File: config.mk
export PLATFORM = sky130hd
export DESIGN_NAME = tppi_regs
export DESIGN_NICKNAME = d
export VERILOG_FILES = /design/src/hdl/tppi_pkg.sv /design/src/hdl/tppi_regs.sv
export SDC_FILE = /design/constraint.sdc
export NUM_CORES = 1
export LEC_CHECK = 0
export ABC_AREA = 0
export BUFFER_PORTS_ARGS = -buffer_cell sky130_fd_sc_hd__buf_2
export CAP_MARGIN = 20
export CORE_UTILIZATION = 52
export CTS_CLUSTER_DIAMETER = 30
export CTS_CLUSTER_SIZE = 8
export DETAILED_ROUTE_END_ITERATION = 16
export MAX_ROUTING_LAYER = met4
export PLACE_DENSITY = 0.8
export SYNTH_ARGS = -nofsm -noshare
export SYNTH_HDL_FRONTEND = slang
export SYNTH_SLANG_ARGS = --single-unit
File: constraint.sdc
create_clock -name clk -period 2.2 [get_ports clk]
set_clock_uncertainty 0.15 [all_clocks]
set_input_delay 0.33 -clock clk [delete_from_list [all_inputs] [get_ports clk]]
set_output_delay 0.33 -clock clk [all_outputs]
set_load 0.02 [all_outputs]
File: src/hdl/tppi_pkg.sv
package tppi_pkg;

  localparam int FRAC_BITS = 16;
  localparam int STEP_GAIN = 65536;
  localparam logic signed [31:0] PITCH_DRIVE_MAX = 32'sd131072000;
  localparam logic signed [31:0] PITCH_DRIVE_MIN = 32'sd65536000;
  localparam logic signed [31:0] ROLL_DRIVE_MAX  = 32'sd131072000;
  localparam logic signed [31:0] ROLL_DRIVE_MIN  = 32'sd65536000;

  localparam int DIV_STEPS = 32;

  // datapath operations
  localparam logic [4:0] OP_NOP   = 5'd0;
  localparam logic [4:0] OP_LOAD  = 5'd1;
  localparam logic [4:0] OP_DT    = 5'd2;
  localparam logic [4:0] OP_ERR   = 5'd3;
  localparam logic [4:0] OP_MP    = 5'd4;
  localparam logic [4:0] OP_MH    = 5'd5;
  localparam logic [4:0] OP_HS    = 5'd6;
  localparam logic [4:0] OP_MHDT  = 5'd7;
  localparam logic [4:0] OP_MD    = 5'd8;
  localparam logic [4:0] OP_DIVST = 5'd9;
  localparam logic [4:0] OP_DIV   = 5'd10;
  localparam logic [4:0] OP_DEND  = 5'd11;
  localparam logic [4:0] OP_EFF   = 5'd12;
  localparam logic [4:0] OP_MS    = 5'd13;
  localparam logic [4:0] OP_SS    = 5'd14;
  localparam logic [4:0] OP_MSDT  = 5'd15;
  localparam logic [4:0] OP_ACC   = 5'd16;
  localparam logic [4:0] OP_PUB   = 5'd17;

  typedef struct packed {
    logic signed [31:0] pitch_kp;
    logic signed [31:0] pitch_ki;
    logic signed [31:0] pitch_kd;
    logic signed [31:0] roll_kp;
    logic signed [31:0] roll_ki;
    logic signed [31:0] roll_kd;
    logic signed [31:0] effort_max;
    logic signed [31:0] effort_min;
  } cfg_t;

  typedef struct packed {
    logic [4:0] op;
    logic       axis;
  } cmd_t;

  typedef struct packed {
    logic dt_zero;
  } sts_t;

endpackage

File: src/hdl/tppi_regs.sv
module tppi_regs
  import tppi_pkg::*;
(
  input  logic        clk,
  input  logic        rst,
  input  logic        psel,
  input  logic        penable,
  input  logic        pwrite,
  input  logic [4:0]  paddr,
  input  logic [31:0] pwdata,
  output logic [31:0] prdata,
  output cfg_t        cfg
);

  localparam logic [2:0] REG_PITCH_KP = 3'd0;
  localparam logic [2:0] REG_PITCH_KI = 3'd1;
  localparam logic [2:0] REG_PITCH_KD = 3'd2;
  localparam logic [2:0] REG_ROLL_KP  = 3'd3;
  localparam logic [2:0] REG_ROLL_KI  = 3'd4;
  localparam logic [2:0] REG_ROLL_KD  = 3'd5;
  localparam logic [2:0] REG_EFF_MAX  = 3'd6;
  localparam logic [2:0] REG_EFF_MIN  = 3'd7;

  logic [2:0] idx;
  assign idx = paddr[4:2];

  always_ff @(posedge clk) begin
    if (rst) begin
      cfg.pitch_kp   <= '0;
      cfg.pitch_ki   <= '0;
      cfg.pitch_kd   <= '0;
      cfg.roll_kp    <= '0;
      cfg.roll_ki    <= '0;
      cfg.roll_kd    <= '0;
      cfg.effort_max <= 32'sh7FFF_FFFF;
      cfg.effort_min <= 32'sh8000_0000;
    end else if (psel && penable && pwrite) begin
      unique case (idx)
        REG_PITCH_KP: cfg.pitch_kp   <= pwdata;
        REG_PITCH_KI: cfg.pitch_ki   <= pwdata;
        REG_PITCH_KD: cfg.pitch_kd   <= pwdata;
        REG_ROLL_KP:  cfg.roll_kp    <= pwdata;
        REG_ROLL_KI:  cfg.roll_ki    <= pwdata;
        REG_ROLL_KD:  cfg.roll_kd    <= pwdata;
        REG_EFF_MAX:  cfg.effort_max <= pwdata;
        REG_EFF_MIN:  cfg.effort_min <= pwdata;
        default: ;
      endcase
    end
  end

  always_comb begin
    unique case (idx)
      REG_PITCH_KP: prdata = cfg.pitch_kp;
      REG_PITCH_KI: prdata = cfg.pitch_ki;
      REG_PITCH_KD: prdata = cfg.pitch_kd;
      REG_ROLL_KP:  prdata = cfg.roll_kp;
      REG_ROLL_KI:  prdata = cfg.roll_ki;
      REG_ROLL_KD:  prdata = cfg.roll_kd;
      REG_EFF_MAX:  prdata = cfg.effort_max;
      REG_EFF_MIN:  prdata = cfg.effort_min;
      default:      prdata = '0;
    endcase
  end

endmodule

==> impl_metrics.csv <==
group,metric,value,unit
synth,synthesis.nets,1510,
timing,slew_headroom,52.2,%
synth,synth.most_common_cell,"nand2_1",
cells_and_area,drive_above_1_share,34.6,%
clock_tree,clock_path_buffers,3,
synth,ys_ff_latch,256,
routing,met2WireLength,20.9,mm
global_route,globalRouteTotalUtil,41.0,%
floorplanning,die_area,22400,um2
floorplanning,ios,330,
run,drv_cap,0,
routing,via_per_inst,5.99,
clock_tree,worstSkewPairLatency,530,ps
cells_and_area,utilization,76.4,%
status,status,"finished, violations left",
place,postPlaceCellArea,13500,um2
routing,wirelength,45.9,mm
timing,final-setup-viol-count,26,
routing,drt_iter0_markers,1351,
global_route,grt_pass1_wl,68.0,mm
floorplanning,core_area,21200,um2
global_route,grt-ovfl-total,0,
cells_and_area,largest_reg_flops,256,
power,fin_total_pwr,13.5,mW
routing,ant_nets,0,
global_route,antenna_found_initial,0,
place,dpl.hpwl,27.2,mm
setup_path,criticalPathCategory,"reg -> out",
place,port_buffers,327,
cells_and_area,seq_area,5180,um2
cells_and_area,top_register,"cfg",
synth,synth_common_cells,"nand2_1 (515), dfxtp_1 (256), a21oi_1 (233)",
power,leakagePower,7.10,nW
synth,avgSynthCellArea,7.72,um2
routing,drt_pass1_iterations,5,
cells_and_area,area_growth,43.0,%
synth,yosys.cell_types.count,32,
synth,synth_seq_area_share,45.2,%
routing,wirelength_met1,16.9,mm
floorplanning,initial_utilization,53.4,%
timing,fmax,429,MHz
synth,ys.flop_type,"dfxtp_1",
synth,synthCells,1468,
cells_and_area,nets,1879,
synth,yosys-top-cells-area,"dfxtp_1 (45%), nand2_1 (17%), a21oi_1 (10%)",
clock_tree,cts_made_buffers,51,
synth,ys_warn_count,0,
setup_path,cp.arrival,1850,ps
clock_tree,clk_pin_slew,50,ps
synth,synthArstFlopShare,0,%
clock_tree,htreeDepth,2,
place,place_inst,1989,
synth,synth_top_area_share,45.2,%
global_route,grt_pass1_vias,12000,
floorplanning,die_h,150,um
synth,synth-edff-count,0,
setup_path,start_kind,"flip-flop",
power,ir_drop,594,uV
place,gp_congestion,1.01,
global_route,grt_max_degree,156,
timing,worstMarginPinSlew,717,ps
cells_and_area,multiInputGateArea,5660,um2
floorplanning,die_w,150,um
power,p_per_area,836,nW/um2
floorplanning,rows,53,
setup_path,cp_max_fo,2,
setup_path,worstPathRequired,1720,ps
synth,syn-cell-area,11300,um2
cells_and_area,nFillCells,1441,
routing,route.top_layer_used,"met4",
synth,yosysTopAreaCell,"dfxtp_1",
timing,fin_crit,2330,ps
routing,routed-via-count,12900,
status,violations,"setup timing",
cells_and_area,largest_registers,"cfg (256)",
setup_path,end_kind,"output pin",
timing,setup_slack,-130,ps
routing,wire_per_inst,21.4,um
hold_path,hp-class,"in -> reg",
timing,grt_setup_unrepaired,"yes",
clock_tree,cts_sinks,256,
cells_and_area,diodes,0,
routing,drc,0,
cells_and_area,stdcell_area,16200,um2
timing,hold_violations,0,
clock_tree,cts_root_buf,"clkbuf_16",
timing,slew_viol_final,0,
cells_and_area,final_cells,2145,
clock_tree,tritoncts,"built",
timing,fin_crit_sh,106,%
routing,wl_met3,5.50,mm
==> kinds of logic after synthesis <==
kind of cell | Yosys count | synth area share [%]
AOI/OAI and AO/OA | 333 | 18.5
DFF | 256 | 45.2
buffers and inverters | 185 | 7.69
muxes | 58 | 5.67
and+or+nand+nor | 636 | 23.0
==> stage by stage <==
stage                     worst slack (ps)  TNS, ps  hold slack [ps]
after global routing                  -167    -2420              189
after floorplan                        190        0              391
after global placement                -223    -5570              304
after detailed placement              -263    -6610              310
after CTS                            -84.9    -1200              162
final                                 -130    -1140              182
==> per-layer routing <==
| layer | vias to the layer above | GRT usage, % |
|---|---|---|
| met2 | 995 | 62.8 |
| met1 | 5998 | 49.5 |
| met5 | - | - |
| li1 | 5631 | - |
| met3 | 230 | 9.05 |
| met4 | 0 | 23.6 |
==> cells in the final DEF (no fill, tap or decap), types with 3 or more instances in the layout <==
cell,netlist,routed
nor2_1,64,57
dlygate4sd3_1,0,32
dfxtp_2,0,42
clkinv_2,0,12
buf_2,94,300
buf_6,7,4
clkinvlp_4,0,3
mux2_2,5,3
nor2_4,0,8
a21oi_1,233,233
a32oi_1,4,4
buf_12,0,21
a221oi_1,47,24
nand3b_1,32,32
clkbuf_1,50,4
clkbuf_8,0,6
clkbuf_16,0,54
dfxtp_1,256,213
nand2b_1,7,7
a22o_1,33,31
nand2_1,515,515
or2_2,4,6
inv_1,32,32
bufinv_16,0,7
buf_4,2,107
mux2_4,8,23
a221oi_2,9,32
mux2i_1,32,32
==> area by class of cell <==
class,instances,share of cell area [%]
multi-input combinational,1028,34.9
sequential,256,32.0
timing repair buffer,468,19.6
clock buffer,63,8.79
tap,275,2.12
clock inverter,23,1.86
inverter,32,0.741
==> power breakdown <==
group	internal (mW)	switching, mW	total, mW
combinational	0.402	0.653	1.06
sequential	4.69	0.0352	4.72
clock	5.33	2.43	7.76
total	10.4	3.12	13.5
==> path summary, 6_finish.rpt <==
path / slack, ps / from / depth (start not counted) / endpoint
max: -130 / cfg[31] / 5 / prdata[31]
min: 180 / rst / 3 / cfg[173]
max reg2reg: 1230 / cfg[80] / 4 / cfg[80]
min reg2reg: 310 / cfg[173] / 2 / cfg[173]
==> critical path, stage by stage, from the launching register on <==
cell and delay, ps:
dfxtp_2 310, mux2_2 270, a22o_4 240, a221oi_2 260
nor2_1 90, buf_4 160
==> timing repair <==
| action | CTS | global route |
|---|---|---|
| resized for setup | 97 | 25 |
| hold buffers | 32 | 0 |
| buffers inserted | 24 | 11 |
| pin swaps | 19 | 21 |
| cloned | 2 | 1 |
| setup endpoints to repair | 32 | 30 |
| hold endpoints to repair | 229 | 0 |
Note: power is estimated with default switching activity, not from simulation.
