`config.mk`:
```
export PLATFORM = sky130hd
export DESIGN_NAME = tppi_ctrl
export DESIGN_NICKNAME = d
export VERILOG_FILES = /design/src/hdl/tppi_pkg.sv /design/src/hdl/tppi_ctrl.sv
export SDC_FILE = /design/constraint.sdc
export NUM_CORES = 1
export LEC_CHECK = 0
export BUFFER_PORTS_ARGS = -buffer_cell sky130_fd_sc_hd__buf_2
export CAP_MARGIN = 10
export CORE_AREA = 8 8 45 47
export DETAILED_ROUTE_END_ITERATION = 16
export DIE_AREA = 0 0 53 55
export GPL_TIMING_DRIVEN = 1
export MAX_ROUTING_LAYER = met4
export PLACE_DENSITY = 0.73
export SLEW_MARGIN = 20
export SYNTH_ARGS = -nofsm -noshare
export SYNTH_HDL_FRONTEND = slang
export SYNTH_SLANG_ARGS = --single-unit
```
`constraint.sdc`:
```
create_clock -name clk -period 3.8 [get_ports clk]
set_input_delay 0.76 -clock clk [delete_from_list [all_inputs] [get_ports clk]]
set_output_delay 0.76 -clock clk [all_outputs]
set_load 0.005 [all_outputs]
```
`src/hdl/tppi_pkg.sv`:
```
package tppi_pkg;

  localparam int FRAC_BITS = 16;
  localparam int STEP_GAIN = 65536;
  localparam logic signed [31:0] PITCH_DRIVE_MAX = 32'sd131072000;
  localparam logic signed [31:0] PITCH_DRIVE_MIN = 32'sd65536000;
  localparam logic signed [31:0] ROLL_DRIVE_MAX  = 32'sd131072000;
  localparam logic signed [31:0] ROLL_DRIVE_MIN  = 32'sd65536000;

  localparam int DIV_STEPS = 32;

  // datapath operations
  localparam logic [4:0] OP_NOP   = 5'd0;
  localparam logic [4:0] OP_LOAD  = 5'd1;
  localparam logic [4:0] OP_DT    = 5'd2;
  localparam logic [4:0] OP_ERR   = 5'd3;
  localparam logic [4:0] OP_MP    = 5'd4;
  localparam logic [4:0] OP_MH    = 5'd5;
  localparam logic [4:0] OP_HS    = 5'd6;
  localparam logic [4:0] OP_MHDT  = 5'd7;
  localparam logic [4:0] OP_MD    = 5'd8;
  localparam logic [4:0] OP_DIVST = 5'd9;
  localparam logic [4:0] OP_DIV   = 5'd10;
  localparam logic [4:0] OP_DEND  = 5'd11;
  localparam logic [4:0] OP_EFF   = 5'd12;
  localparam logic [4:0] OP_MS    = 5'd13;
  localparam logic [4:0] OP_SS    = 5'd14;
  localparam logic [4:0] OP_MSDT  = 5'd15;
  localparam logic [4:0] OP_ACC   = 5'd16;
  localparam logic [4:0] OP_PUB   = 5'd17;

  typedef struct packed {
    logic signed [31:0] pitch_kp;
    logic signed [31:0] pitch_ki;
    logic signed [31:0] pitch_kd;
    logic signed [31:0] roll_kp;
    logic signed [31:0] roll_ki;
    logic signed [31:0] roll_kd;
    logic signed [31:0] effort_max;
    logic signed [31:0] effort_min;
  } cfg_t;

  typedef struct packed {
    logic [4:0] op;
    logic       axis;
  } cmd_t;

  typedef struct packed {
    logic dt_zero;
  } sts_t;

endpackage

```
`src/hdl/tppi_ctrl.sv`:
```
module tppi_ctrl
  import tppi_pkg::*;
(
  input  logic clk,
  input  logic rst,
  input  logic s_tvalid,
  output logic s_tready,
  output logic m_tvalid,
  input  logic m_tready,
  input  sts_t sts,
  output cmd_t cmd
);

  localparam logic [4:0] S_IDLE  = 5'd0;
  localparam logic [4:0] S_DT    = 5'd1;
  localparam logic [4:0] S_ERR   = 5'd2;
  localparam logic [4:0] S_MP    = 5'd3;
  localparam logic [4:0] S_MH    = 5'd4;
  localparam logic [4:0] S_HS    = 5'd5;
  localparam logic [4:0] S_MHDT  = 5'd6;
  localparam logic [4:0] S_MD    = 5'd7;
  localparam logic [4:0] S_DIVST = 5'd8;
  localparam logic [4:0] S_DIV   = 5'd9;
  localparam logic [4:0] S_DEND  = 5'd10;
  localparam logic [4:0] S_EFF   = 5'd11;
  localparam logic [4:0] S_MS    = 5'd12;
  localparam logic [4:0] S_SS    = 5'd13;
  localparam logic [4:0] S_MSDT  = 5'd14;
  localparam logic [4:0] S_ACC   = 5'd15;
  localparam logic [4:0] S_PUB   = 5'd16;

  localparam logic [4:0] CNT_LAST = 5'(DIV_STEPS - 1);

  logic [4:0] state, state_next;
  logic       axis, axis_next;
  logic [4:0] cnt, cnt_next;
  logic       pub_ok;

  assign s_tready = (state == S_IDLE);
  assign pub_ok   = (state == S_PUB) && (!m_tvalid || m_tready);

  always_comb begin
    state_next = state;
    axis_next  = axis;
    cnt_next   = cnt;
    cmd.op     = OP_NOP;
    cmd.axis   = axis;
    unique case (state)
      S_IDLE: begin
        if (s_tvalid) begin
          cmd.op     = OP_LOAD;
          state_next = S_DT;
        end
      end
      S_DT: begin
        cmd.op = OP_DT; axis_next = 1'b0; state_next = S_ERR;
      end
      S_ERR:  begin cmd.op = OP_ERR;  state_next = S_MP;   end
      S_MP:   begin cmd.op = OP_MP;   state_next = S_MH;   end
      S_MH:   begin cmd.op = OP_MH;   state_next = S_HS;   end
      S_HS:   begin cmd.op = OP_HS;   state_next = S_MHDT; end
      S_MHDT: begin cmd.op = OP_MHDT; state_next = S_MD;   end
      S_MD:   begin cmd.op = OP_MD;   state_next = S_DIVST; end
      S_DIVST: begin
        cmd.op   = OP_DIVST;
        cnt_next = '0;
        state_next = sts.dt_zero ? S_EFF : S_DIV;
      end
      S_DIV: begin
        cmd.op   = OP_DIV;
        cnt_next = cnt + 5'd1;
        if (cnt == CNT_LAST) state_next = S_DEND;
      end
      S_DEND: begin cmd.op = OP_DEND; state_next = S_EFF;  end
      S_EFF:  begin cmd.op = OP_EFF;  state_next = S_MS;   end
      S_MS:   begin cmd.op = OP_MS;   state_next = S_SS;   end
      S_SS:   begin cmd.op = OP_SS;   state_next = S_MSDT; end
      S_MSDT: begin cmd.op = OP_MSDT; state_next = S_ACC;  end
      S_ACC: begin
        cmd.op = OP_ACC;
        if (!axis) begin
          axis_next  = 1'b1;
          state_next = S_ERR;
        end else begin
          state_next = S_PUB;
        end
      end
      S_PUB: begin
        if (pub_ok) begin
          cmd.op     = OP_PUB;
          state_next = S_IDLE;
        end
      end
      default: state_next = S_IDLE;
    endcase
  end

  always_ff @(posedge clk) begin
    if (rst) begin
      state    <= S_IDLE;
      axis     <= 1'b0;
      cnt      <= '0;
      m_tvalid <= 1'b0;
    end else begin
      state <= state_next;
      axis  <= axis_next;
      cnt   <= cnt_next;
      if (pub_ok)        m_tvalid <= 1'b1;
      else if (m_tready) m_tvalid <= 1'b0;
    end
  end

endmodule

```
==> results.ini <==
[clock_network]
cts_buffers = 3
insertion_delay_ns = 0.28
clock-root-buffer = clkbuf_4
cts.sink_count = 12
post_cts_resized = 0
ctsHoldBuffers = 0
cts_tree = built
cts_buffer_depth = 2
ctsHtreeMaxLevel = 1
cts_setup_buffers = 0
clk_pin_slew_ns = 0.08

[floorplan]
die_h_um = 55
initial_utilization = 0.478
top_level_ports = 13
die_w_um = 53
coreArea_sq_um = 1380
die-area_sq_um = 2920
rows = 14

[worst_hold_path]
min_path_type = register to register
worstHoldStart = cnt[4]$_SDFFE_PP0P_
whs_path_depth = 2
hold_end = cnt[4]$_SDFFE_PP0P_

[global_route]
grt_max_degree = 19
grt-ovfl-total = 0
grtUsageTotal = 0.109
antenna_found_initial = 0
grt_pass1_vias = 555
grt_pass1_wl_um = 2270

[pwr]
switching_share = 0.248
power.internal_uw = 199
vdd_drop_max_uv = 166
p_sw_uw = 65.7
seqPwrFrac = 0.505
p_clk_frac = 0.394
p_leak_nw = 0.296
power_density_nw_per_um2 = 360
combPwrFrac = 0.101

[setup_path]
rrSetupSlack_ns = 1.88
cp.arrival_ns = 1.79
reg2reg_to = cnt[3]$_SDFFE_PP0P_
reg2reg_depth = 3
path_class = register to primary output
worstPathRequired_ns = 3.04
crit_fanout = 8
start_kind = register
r2r-start = state[4]$_SDFFE_PP0P_
end_kind = primary output

[cells_and_area]
drive_gt1_frac = 0.187
multiInputGateArea_sq_um = 375
layout.nets = 99
finalNonFillerCells = 107
syn_to_final_growth_pct = 11.2
antenna_cells = 0
final_area_sq_um = 736
layout_common_cells = dfxtp_1, buf_2, a21oi_1
regArea_sq_um = 240
fill_cells = 138

[placement]
portBuffers = 12
dpl.hpwl_um = 978
place.gp.congestion = 0.698
place_area_sq_um = 699
dp_slack_ns = 1.48
dp_cells = 103

[logic_synthesis]
synth_nets = 90
yosys_register_bits = 12
ys_seq_area_frac = 0.363
synth_area_per_cell_sq_um = 7.97
synth_cells = 83
ys_types = 34
syn_area_sq_um = 662
ys_warn_count = 0

[sta]
worstMarginPinSlew_ns = 0.741
finClkSkew_ns = 0.000406
tns_ns = 0
rsz0062_at_grt = no
fin_crit_ns = 2.55
layout_worst_path_cycle_share = 0.671
fmax_mhz = 392
report.final.slew_viol_count = 0
hold_violations = 0
setup_ws_ns = 1.25
setup_viol = 0
slew_headroom = 0.499

[route]
postRouteAntennaNets = 0
viasPerCell = 5.60
first_pass_iters = 2
routed_wl_um = 1350
vias = 599
first_iter_violations = 1
drc_errors = 0
wl_per_cell_um = 12.7

[job]
drv_cap = 0

[run_status]
status = complete, no violations

[routing by layer]
metal | GRT usage | share of wire | wire length (um) | vias up
li1 | - | - | - | 313
met1 | 0.105 | 0.43 | 587 | 274
met2 | 0.184 | 0.49 | 666 | 7
met3 | 0.0348 | 0.047 | 64 | 5
met4 | 0.0776 | 0.027 | 36 | 0
met5 | - | 0 | 0 | -
[worst max path at each step]
stage / end / cells after the start / start
global route: cmd[1] / 4 / state[1]$_SDFFE_PP0P_
detailed placement: cmd[1] / 5 / m_tready
finish: cmd[1] / 4 / state[1]$_SDFFE_PP0P_
global placement: cmd[1] / 5 / m_tready
floorplan: cmd[1] / 5 / state[1]$_SDFFE_PP0P_
CTS: cmd[1] / 4 / state[1]$_SDFFE_PP0P_
[Yosys cell counts]
master / number / share of area
a2111oi_0: 1 / 0.013
a21oi_1: 9 / 0.068
a31oi_1: 1 / 0.0095
and3_1: 2 / 0.019
and3b_1: 1 / 0.013
buf_2: 1 / 0.0076
buf_4: 1 / 0.011
buf_6: 1 / 0.017
clkbuf_1: 5 / 0.028
dfxtp_1: 12 / 0.36
ha_1: 2 / 0.038
inv_1: 1 / 0.0057
nand2_1: 7 / 0.040
nand2b_1: 1 / 0.0095
nand3_1: 7 / 0.053
nand4b_1: 1 / 0.013
nor2_1: 5 / 0.028
nor2b_1: 3 / 0.028
nor3_1: 3 / 0.023
nor4_1: 1 / 0.0095
nor4b_1: 1 / 0.013
o21ai_0: 3 / 0.023
o21ai_1: 1 / 0.0076
o21ba_2: 1 / 0.015
o21bai_1: 1 / 0.011
o31ai_1: 1 / 0.011
o32ai_1: 1 / 0.013
or2_0: 1 / 0.0095
or3_1: 2 / 0.019
or3b_1: 1 / 0.013
or4_1: 1 / 0.011
or4b_1: 1 / 0.015
xnor2_1: 2 / 0.026
xor2_1: 1 / 0.013
[cell type report]
class                   instances  area share
repair buffers                 12      0.0816
inverters                       1     0.00510
well taps                      16      0.0272
multi-input cells              62       0.510
clock buffers                   4      0.0493
flip-flops and latches         12       0.327
[per-stage QoR]
| step | hold WS, ns | power [mW] | util |
|---|---|---|---|
| after floorplan | 0.436 | 0.155 | - |
| after detailed placement | 0.448 | 0.164 | 0.505 |
| after CTS | 0.460 | 0.269 | 0.532 |
| after global routing | 0.504 | 0.279 | 0.532 |
| after global placement | 0.446 | 0.163 | 0.505 |
| final | 0.458 | 0.265 | 0.532 |
[critical path: stages (launching register included)]
cell and delay [ns]:
dfxtp_1 0.37, or3_1 0.47, or3b_1 0.39, a21oi_1 0.14
buf_2 0.13
[registers in the layout, summed over array words and instances, names as in the netlist]
| signal | cells |
|---|---|
| cnt | 5 |
| state | 5 |
| m_tvalid | 1 |
| axis | 1 |
[cell families after synthesis]
family          count (synthesis)  share of synthesized area
simple gates                   38                      0.318
buf+inv                         9                     0.0699
flops                          12                      0.363
compound gates                 19                      0.172
fa+ha+maj                       2                     0.0378
xor+xnor                        3                     0.0397
[power groups by stage]
stage	Sequential, mW	Combinational, mW	Clock (mW)
6_report	0.134	0.0267	0.104
5_1_grt	0.135	0.0308	0.114
4_1_cts	0.134	0.0272	0.108
3_5_place_dp	0.137	0.0270	0
3_3_place_gp	0.136	0.0269	0
2_1_floorplan	0.133	0.0222	0
Power figures use the tool's default switching activity.
